**src/sv/tbpc_pkg.sv**
```systemverilog
// ---------------------------------------------------------------------------
// tbpc_pkg: shared types and constants of the tipping-bucket pulse counter
// Word layouts, operation codes, register indexes and sizes of the counter
// bank used by the core and its storage.
// ---------------------------------------------------------------------------
package tbpc_pkg;

   // Size of the counter bank.
   localparam int CHANNELS = 8;
   // A read-out reports at most eight channels, the most a 3-bit channel field carries.
   localparam int REPORT_MAX = 8;
   localparam int REPORT_COUNT = (CHANNELS < REPORT_MAX) ? CHANNELS : REPORT_MAX;
   localparam int CH_AW = (CHANNELS > 1) ? $clog2(CHANNELS) : 1;

   localparam int TOTAL_W = 48;
   localparam int VOLUME_W = 32;
   localparam int WINDOW_W = 16;
   localparam int CHAN_W = 3;
   localparam int CSR_IDX_W = 2;
   localparam int CSR_DATA_W = 32;

   localparam logic [VOLUME_W-1:0] VOLUME_RESET = VOLUME_W'(65536);
   localparam logic [WINDOW_W-1:0] LOCKOUT_RESET = WINDOW_W'(100);

   // Operation codes.
   localparam logic [1:0] OP_TIP = 2'd0;
   localparam logic [1:0] OP_TICK = 2'd1;
   localparam logic [1:0] OP_READ = 2'd2;
   localparam logic [1:0] OP_CLEAR = 2'd3;

   // Register indexes.
   localparam logic [CSR_IDX_W-1:0] REG_VOLUME = CSR_IDX_W'(0);
   localparam logic [CSR_IDX_W-1:0] REG_LOCKOUT = CSR_IDX_W'(1);

   typedef struct packed {
      logic [1:0]        opcode;
      logic [CHAN_W-1:0] channel;
      logic              clear_after;
   } req_type;

   typedef struct packed {
      logic [CHAN_W-1:0]  out_channel;
      logic [TOTAL_W-1:0] total;
      logic               last;
   } rsp_type;

   typedef enum logic [1:0] {
      ST_IDLE,
      ST_TIP,
      ST_RD_ADDR,
      ST_RD_DATA
   } state_type;

endpackage

```
**src/sv/tbpc_ram.sv**
```systemverilog
// ---------------------------------------------------------------------------
// tbpc_ram: generic single-write, single-read synchronous RAM
// One write port and one read port; the read data is registered, so it
// appears in the cycle after the read address.
// ---------------------------------------------------------------------------
module tbpc_ram #(
   parameter int WIDTH = 8,
   parameter int DEPTH = 8,
   parameter int AW = (DEPTH > 1) ? $clog2(DEPTH) : 1
) (
   input  logic             clock,
   input  logic             wr_en,
   input  logic [AW-1:0]    wr_addr,
   input  logic [WIDTH-1:0] wr_data,
   input  logic [AW-1:0]    rd_addr,
   output logic [WIDTH-1:0] rd_data
);

   logic [WIDTH-1:0] mem_ff [DEPTH];
   logic [WIDTH-1:0] rd_data_ff;

   always_ff @(posedge clock) begin
      if (wr_en) begin
         mem_ff[wr_addr] <= wr_data;
      end
      rd_data_ff <= mem_ff[rd_addr];
   end

   assign rd_data = rd_data_ff;

endmodule

```
**src/sv/tipping_bucket_pulse_counter_core.sv**
```systemverilog
// ---------------------------------------------------------------------------
// tipping_bucket_pulse_counter_core: bank of saturating tip counters
// Counts debounced bucket tips per channel, clears lockout flags on a
// millisecond window and reports all totals in channel order on request.
// ---------------------------------------------------------------------------
//
//   channel  direction  word                         handshake
//   req_     in         tbpc_pkg::req_type           req_valid / req_ready
//   rsp_     out        tbpc_pkg::rsp_type           rsp_valid / rsp_ready
//   csr_     in         index + 32-bit write data    csr_we, no wait
//
// A tick, a clear or a tip on a locked or absent channel is done when the
// word is accepted.  A tip on an open channel reads its total from the
// totals RAM and, in ST_TIP, writes back the saturated sum.  A read accepts
// the word, sets up the RAM address in ST_RD_ADDR and then, in ST_RD_DATA,
// loads the totals in channel order into the output register; the one read
// port of the RAM serializes them.  The core takes one input word at a
// time.  Reset needs no sweep of the RAM: per-entry valid bits make every
// total read as zero until it is written again.  A stalled output holds the
// read-out in ST_RD_DATA and with it the input; once the last total is in
// the output register, the input side is free again.
// ---------------------------------------------------------------------------
module tipping_bucket_pulse_counter_core (
   input  logic                                  clock,
   input  logic                                  reset,
   input  logic                                  req_valid,
   output logic                                  req_ready,
   input  tbpc_pkg::req_type                     req_data,
   output logic                                  rsp_valid,
   input  logic                                  rsp_ready,
   output tbpc_pkg::rsp_type                     rsp_data,
   input  logic                                  csr_we,
   input  logic [tbpc_pkg::CSR_IDX_W-1:0]        csr_index,
   input  logic [tbpc_pkg::CSR_DATA_W-1:0]       csr_wdata
);

   // Configuration registers.
   logic [tbpc_pkg::VOLUME_W-1:0] vol_ff;
   logic [tbpc_pkg::WINDOW_W-1:0] lockout_ff;

   // Shared window counter and per-channel flags.  A total whose valid bit is
   // clear reads as zero, so reset and the clear op need no write to the RAM.
   logic [tbpc_pkg::WINDOW_W-1:0] window_ff, window_in;
   logic [tbpc_pkg::CHANNELS-1:0] lock_ff, lock_in;
   logic [tbpc_pkg::CHANNELS-1:0] valid_ff, valid_in;

   // Sequencer.
   tbpc_pkg::state_type state_ff, state_in;
   logic [tbpc_pkg::CH_AW-1:0]  tip_ch_ff, tip_ch_in;
   logic [tbpc_pkg::CHAN_W-1:0] idx_ff, idx_in;
   logic                        clr_ff, clr_in;

   // Output register.
   logic                 rsp_valid_ff, rsp_valid_in;
   tbpc_pkg::rsp_type    rsp_data_ff, rsp_data_in;

   // Totals RAM ports.
   logic                          ram_we;
   logic [tbpc_pkg::CH_AW-1:0]    ram_waddr;
   logic [tbpc_pkg::TOTAL_W-1:0]  ram_wdata;
   logic [tbpc_pkg::CH_AW-1:0]    ram_raddr;
   logic [tbpc_pkg::TOTAL_W-1:0]  ram_rdata;

   logic                          req_fire;
   logic [tbpc_pkg::CH_AW-1:0]    req_ch;
   logic                          req_ch_ok;
   logic [tbpc_pkg::WINDOW_W-1:0] window_inc;
   logic [tbpc_pkg::TOTAL_W-1:0]  tip_base;
   logic [tbpc_pkg::TOTAL_W:0]    tip_sum;
   logic [tbpc_pkg::CH_AW-1:0]    rd_ch;
   logic [tbpc_pkg::TOTAL_W-1:0]  rd_total;
   logic                          rd_last;
   logic                          slot_free;

   tbpc_ram #(
      .WIDTH(tbpc_pkg::TOTAL_W),
      .DEPTH(tbpc_pkg::CHANNELS)
   ) u_totals (
      .clock   (clock),
      .wr_en   (ram_we),
      .wr_addr (ram_waddr),
      .wr_data (ram_wdata),
      .rd_addr (ram_raddr),
      .rd_data (ram_rdata)
   );

   assign req_ready = (state_ff == tbpc_pkg::ST_IDLE);
   assign req_fire = req_valid && req_ready;
   assign req_ch = tbpc_pkg::CH_AW'(req_data.channel);
   assign req_ch_ok = ({29'd0, req_data.channel} < 32'(tbpc_pkg::CHANNELS));

   assign window_inc = window_ff + tbpc_pkg::WINDOW_W'(1);

   // Read-modify-write of a tip: the RAM word arrives in ST_TIP.
   assign tip_base = valid_ff[tip_ch_ff] ? ram_rdata : '0;
   assign tip_sum = {1'b0, tip_base}
                  + {{(tbpc_pkg::TOTAL_W + 1 - tbpc_pkg::VOLUME_W){1'b0}}, vol_ff};

   // Read-out: RAM data for idx_ff is present in ST_RD_DATA.
   assign rd_ch = tbpc_pkg::CH_AW'(idx_ff);
   assign rd_total = valid_ff[rd_ch] ? ram_rdata : '0;
   assign rd_last = (idx_ff == tbpc_pkg::CHAN_W'(tbpc_pkg::REPORT_COUNT - 1));
   assign slot_free = !rsp_valid_ff || rsp_ready;

   always_comb begin
      state_in = state_ff;
      tip_ch_in = tip_ch_ff;
      idx_in = idx_ff;
      clr_in = clr_ff;
      window_in = window_ff;
      lock_in = lock_ff;
      valid_in = valid_ff;
      rsp_valid_in = rsp_valid_ff && !rsp_ready;
      rsp_data_in = rsp_data_ff;
      ram_we = 1'b0;
      ram_waddr = tip_ch_ff;
      ram_wdata = tip_sum[tbpc_pkg::TOTAL_W] ? '1 : tip_sum[tbpc_pkg::TOTAL_W-1:0];
      ram_raddr = req_ch;

      case (state_ff)
         tbpc_pkg::ST_IDLE: begin
            if (req_fire) begin
               case (req_data.opcode)
                  tbpc_pkg::OP_TIP: begin
                     if (req_ch_ok) begin
                        // The flag is set whether or not the tip counts.
                        lock_in[req_ch] = 1'b1;
                        tip_ch_in = req_ch;
                        if (!lock_ff[req_ch]) begin
                           state_in = tbpc_pkg::ST_TIP;
                        end
                     end
                  end
                  tbpc_pkg::OP_TICK: begin
                     if (window_inc >= lockout_ff) begin
                        window_in = '0;
                        lock_in = '0;
                     end else begin
                        window_in = window_inc;
                     end
                  end
                  tbpc_pkg::OP_READ: begin
                     idx_in = '0;
                     clr_in = req_data.clear_after;
                     state_in = tbpc_pkg::ST_RD_ADDR;
                  end
                  tbpc_pkg::OP_CLEAR: begin
                     valid_in = '0;
                  end
                  default: begin
                  end
               endcase
            end
         end
         tbpc_pkg::ST_TIP: begin
            ram_we = 1'b1;
            valid_in[tip_ch_ff] = 1'b1;
            state_in = tbpc_pkg::ST_IDLE;
         end
         tbpc_pkg::ST_RD_ADDR: begin
            ram_raddr = rd_ch;
            state_in = tbpc_pkg::ST_RD_DATA;
         end
         tbpc_pkg::ST_RD_DATA: begin
            // Hold the address while the output stalls; once the word is
            // loaded, the next channel's address goes out in the same cycle.
            ram_raddr = rd_ch;
            if (slot_free) begin
               rsp_valid_in = 1'b1;
               rsp_data_in.out_channel = idx_ff;
               rsp_data_in.total = rd_total;
               rsp_data_in.last = rd_last;
               if (clr_ff) begin
                  valid_in[rd_ch] = 1'b0;
               end
               if (rd_last) begin
                  state_in = tbpc_pkg::ST_IDLE;
               end else begin
                  idx_in = idx_ff + tbpc_pkg::CHAN_W'(1);
                  ram_raddr = tbpc_pkg::CH_AW'(idx_in);
               end
            end
         end
         default: begin
            state_in = tbpc_pkg::ST_IDLE;
         end
      endcase
   end

   always_ff @(posedge clock) begin
      if (reset) begin
         state_ff <= tbpc_pkg::ST_IDLE;
      end else begin
         state_ff <= state_in;
      end
   end

   always_ff @(posedge clock) begin
      if (reset) begin
         window_ff <= '0;
         lock_ff <= '0;
         valid_ff <= '0;
         rsp_valid_ff <= 1'b0;
         idx_ff <= '0;
         clr_ff <= 1'b0;
         tip_ch_ff <= '0;
      end else begin
         window_ff <= window_in;
         lock_ff <= lock_in;
         valid_ff <= valid_in;
         rsp_valid_ff <= rsp_valid_in;
         idx_ff <= idx_in;
         clr_ff <= clr_in;
         tip_ch_ff <= tip_ch_in;
      end
   end

   always_ff @(posedge clock) begin
      rsp_data_ff <= rsp_data_in;
   end

   // Configuration writes; a zero value or an unknown index is ignored.
   always_ff @(posedge clock) begin
      if (reset) begin
         vol_ff <= tbpc_pkg::VOLUME_RESET;
         lockout_ff <= tbpc_pkg::LOCKOUT_RESET;
      end else if (csr_we) begin
         if (csr_index == tbpc_pkg::REG_VOLUME) begin
            if (csr_wdata != '0) begin
               vol_ff <= csr_wdata;
            end
         end else if (csr_index == tbpc_pkg::REG_LOCKOUT) begin
            if (csr_wdata[tbpc_pkg::WINDOW_W-1:0] != '0) begin
               lockout_ff <= csr_wdata[tbpc_pkg::WINDOW_W-1:0];
            end
         end
      end
   end

   assign rsp_valid = rsp_valid_ff;
   assign rsp_data = rsp_data_ff;

endmodule

```
**config.mk**
```make
export PLATFORM = sky130hd
export DESIGN_NAME = tipping_bucket_pulse_counter_core
export DESIGN_NICKNAME = d
export VERILOG_FILES = /design/src/sv/tbpc_pkg.sv /design/src/sv/tbpc_ram.sv /design/src/sv/tipping_bucket_pulse_counter_core.sv
export SDC_FILE = /design/constraint.sdc
export NUM_CORES = 1
export LEC_CHECK = 0
export BUFFER_PORTS_ARGS = -buffer_cell sky130_fd_sc_hd__buf_2
export CORE_UTILIZATION = 55
export DETAILED_ROUTE_END_ITERATION = 12
export GPL_TIMING_DRIVEN = 0
export PLACE_DENSITY = 0.78
export SYNTH_ARGS = -nofsm -noshare
export SYNTH_HDL_FRONTEND = slang
export SYNTH_SLANG_ARGS = --single-unit
```
**constraint.sdc**
```tcl
create_clock -name clock -period 5.67 [get_ports clock]
set_input_delay 1.134 -clock clock [delete_from_list [all_inputs] [get_ports clock]]
set_output_delay 1.134 -clock clock [all_outputs]
set_load 0.1 [all_outputs]
```
==> impl_summary.txt <==
----------------------------------------------------
[Setup path]
  Register-to-register setup slack ... 0.17 ns
  Element type at the critical path start ... flip-flop
  Crit path largest cell delay ... 0.62 ns
  Class of the most critical setup path ... reg -> reg
  Worst-path cell chain ... mux4_1 > mux2_2 > clkbuf_1 > clkbuf_1 > and2_1 > ha_1 > a21oi_1 > o21ai_0 > or2_0 > o31a_1 > a21bo_2 > and2_1 > xnor2_1 > o21ai_1
  CP arrival ... 5.79 ns
  Cell family with most CP delay ... compound AO/OA/AOI/OAI gates
  Worst path slowest cell ... sky130_fd_sc_hd__mux4_1
  Maximum fanout count along the critical path ... 10
  Buf/Inv on CP ... 2
  Category of the worst setup path capture point ... flip-flop
  Worst path required time ... 5.97 ns

[Finish]
  # nets final ... 1915
  Layout cells sized above 1 ... 23.0%
  Final design instance area without fill ... 0.0279 mm2
  Final std cells w/o fill ... 2446
  Area growth from synthesis to final layout ... 14.5%

[Timing]
  Setup total negative slack ... 0 ns
  Final worst-path cycle share ... 97.0%
  Final count of pins violating max slew ... 0
  Highest clock rate ... 182 MHz
  Minimum clock period after layout ... 5.50 ns
  Final hold viol count ... 0
  Worst-margin pin slew ... 1.17 ns
  Min setup slack post-route ... 0.172 ns
  Max_slew headroom ... 21.7%
  Setup violations, final ... 0
  Unrepaired setup endpoints after global routing ... false
  Setup Skew ... 0.0182 ns
  Worst hold-check slack ... 0.452 ns

[GRT]
  Antenna violations before repair ... 0
  Overall fraction of global-route tracks in use ... 25.1%
  Grt peak-use layer ... met2
  Global routing met2 resource utilization ... 40.7%
  Vias in the first global route ... 14.6k
  Leftover overflow at the end of global routing ... 0
  Global-route wire length before repair ... 84300 um
  Met1 Resource Use GR ... 34.4%
  Pin count of the biggest net entering global routing ... 36
  Met3 usage ... 4.36%

[Synthesis]
  Post-synthesis cell type with the largest combined area ... sky130_fd_sc_hd__edfxtp_1
  Fraction of registers with async set/reset ... 0%
  Synth warn ... 0
  Number of flops mapped to enable cells by yosys ... 436
  Syn Std Cell Area ... 0.0243 mm2
  Largest cells by area after synthesis ... sky130_fd_sc_hd__edfxtp_1 (54%), sky130_fd_sc_hd__dfxtp_1 (11%), sky130_fd_sc_hd__mux4_2 (9.3%), sky130_fd_sc_hd__ha_1 (2.6%), sky130_fd_sc_hd__mux2_2 (2.3%)
  Most common flop cell mapped by yosys ... sky130_fd_sc_hd__edfxtp_1
  Number of library cell types mapped by synthesis ... 67
  Post-synthesis area per instance ... 14.9 um2
  Synthesis-stage register bit count ... 574
  Net Count, Synth ... 1728
  Fraction of the yosys area taken by sequential cells ... 65.2%
  Synthesized netlist cell count ... 1632
  Fraction of post-synthesis cell area in the top cell type by area ... 53.8%

[Power]
  Maximum resistive drop on vdd ... 0.196 mV
  Static leakage ... 10.1 nW
  Pwr per Cell Area ... 312 mW/mm2

[Clock tree]
  Clock slew at reported path FFs ... 0.06 ns
  TritonCTS Buffers ... 52
  Count of clock tree sinks ... 574
  Clock tree from TritonCTS ... done
  Clock latency reported for the late side of the worst-skew pair ... 0.59 ns
  Clk Tree Root Cell ... sky130_fd_sc_hd__clkbuf_16
  Maximum clock insertion buffer count ... 3
  CTS H-tree lvls ... 2

[Route]
  Routed wire length ... 55500 um
  Drc violations ... 0
  DRT antenna net count ... 0
  Detailed-route vias per instance ... 6.05
  Initial DRC Count ... 1629
  First-pass detailed-route iteration total ... 5
  Average wire length per cell after detail routing ... 22.7 um
  Routed via count ... 14.8k

[Floorplan]
  Die Ht ... 212 um
  Die outline area ... 0.0451 mm2
  Std-Cell Core Area ... 0.0434 mm2
  Width of the die ... 212 um
  Initial Utilization ... 56.1%
  I/O Pins ... 99
  Floorplan row count ... 76

[Placement]
  Count of buffers inserted at the top-level ports ... 96
  Worst slack, placed ... -0.179 ns
  Placed inst area ... 0.0261 mm2
  Number of placed instances with taps included ... 2350
  GPL Wtd Cong ... 0.922
  Detailed Place HPWL ... 37900 um

[Status]
  Result of the run ... complete, no violations

[Flow run]
  Max-cap violation count ... 0

[Hold path]
  Path type of the worst min-delay path ... reg -> reg

----------------------------------------------------
==> Yosys cell counts (all sizes together), types with 30 or more instances <==
master and instances:
edfxtp 436, dfxtp 138, nand2 109, nor2 104, mux4 102, a21oi 60, nor2b 54, clkbuf 53
ha 50, mux2 49, mux2i 49, o21ai 44, buf 38, and2 37, xnor2 30
==> repair_timing <==
action / in CTS / in global routing
gates resized for setup: 2 / 15
setup buffers: 0 / 0
hold buffers: 0 / 0
setup endpoints to repair: 45 / 336
==> cells by family after synthesis <==
| group | share of synthesized area [%] |
|---|---|
| adder cells (fa/ha/maj) | 2.65 |
| XOR/XNOR | 2.12 |
| multiplexers | 13.8 |
| AO/OA/AOI/OAI | 5.10 |
| flip-flops | 65.2 |
| AND/OR/NAND/NOR | 9.08 |
| buffers and inverters | 2.10 |
==> metal layers <==
| metal | up-vias | wire [um] |
|---|---|---|
| met4 | 0 | 1650 |
| met2 | 673 | 26400 |
| met3 | 114 | 4300 |
| met1 | 7432 | 23100 |
| li1 | 6588 | - |
| met5 | - | 0 |
==> through the flow <==
| step | power, mW | utilization (%) |
|---|---|---|
| detailed placement | 5.34 | 60.2 |
| finish | 8.70 | 64.2 |
| CTS | 8.74 | 64.1 |
| floorplan | 5.14 | - |
| global placement | 5.31 | 58.9 |
| global route | 8.95 | 64.2 |
==> state kept, by name, summed over array words and instances (netlist names), 2 cells and up <==
name              cells
valid_ff              8
window_ff            16
lockout_ff           16
ram_waddr             3
idx_ff                3
vol_ff               32
u_totals.mem_ff     384
u_totals.rd_data     48
rsp_data             52
state_ff              2
lock_ff               8
==> path summary, 6_finish.rpt <==
check                     start                endpoint  cells past startpoint
setup / recovery   ram_waddr[0]  u_totals.mem_ff[2][33]                     14
hold / removal    window_ff[12]           window_ff[12]                      2
setup reg to reg   ram_waddr[0]  u_totals.mem_ff[2][33]                     14
hold reg to reg   window_ff[12]           window_ff[12]                      2
==> layout make-up <==
cell class | count | area (um2)
buffer | 91 | 412
clock buffer | 74 | 1500
tap | 585 | 732
fill | 3065 | 15500
inverter | 27 | 101
clock inverter | 21 | 190
sequential | 574 | 15900
antenna | 1 | 2.50
timing repair buffer | 133 | 985
multi-input combinational | 940 | 8080
==> layout by cell type, fill, tap and decap left out, types with 8 or more instances in the layout <==
cell type / n
sky130_fd_sc_hd__edfxtp_1: 436
sky130_fd_sc_hd__dfxtp_1: 138
sky130_fd_sc_hd__buf_2: 120
sky130_fd_sc_hd__nand2_1: 108
sky130_fd_sc_hd__nor2_1: 100
sky130_fd_sc_hd__mux4_2: 100
sky130_fd_sc_hd__clkbuf_1: 64
sky130_fd_sc_hd__a21oi_1: 59
sky130_fd_sc_hd__nor2b_1: 54
sky130_fd_sc_hd__clkbuf_16: 54
sky130_fd_sc_hd__ha_1: 50
sky130_fd_sc_hd__mux2_2: 49
sky130_fd_sc_hd__mux2i_1: 45
sky130_fd_sc_hd__o21ai_0: 38
sky130_fd_sc_hd__and2_1: 37
sky130_fd_sc_hd__xnor2_1: 30
sky130_fd_sc_hd__xor2_1: 29
sky130_fd_sc_hd__inv_1: 27
sky130_fd_sc_hd__nand3_1: 26
sky130_fd_sc_hd__buf_6: 26
sky130_fd_sc_hd__nand4_1: 18
sky130_fd_sc_hd__a21o_1: 17
sky130_fd_sc_hd__and3_1: 14
sky130_fd_sc_hd__nor4_1: 11
sky130_fd_sc_hd__a211oi_1: 11
sky130_fd_sc_hd__nand2b_1: 11
sky130_fd_sc_hd__a2111oi_0: 10
sky130_fd_sc_hd__o21a_1: 9
sky130_fd_sc_hd__buf_4: 9
sky130_fd_sc_hd__a31oi_1: 9
sky130_fd_sc_hd__clkinv_2: 9
sky130_fd_sc_hd__nor3_1: 8
sky130_fd_sc_hd__o31ai_1: 8
sky130_fd_sc_hd__nand3b_1: 8
==> power by group <==
part           total [mW]  internal, mW  switching (mW)
registers            4.66          4.60          0.0606
logic               0.601         0.256           0.345
clock network        3.44          1.97            1.47
==> tightest hold or removal path: stages (launching register included) <==
cell	delay, ns
sky130_fd_sc_hd__dfxtp_1	0.31
sky130_fd_sc_hd__nand2_1	0.05
sky130_fd_sc_hd__a21oi_1	0.05
(Power assumes the default switching activity.)
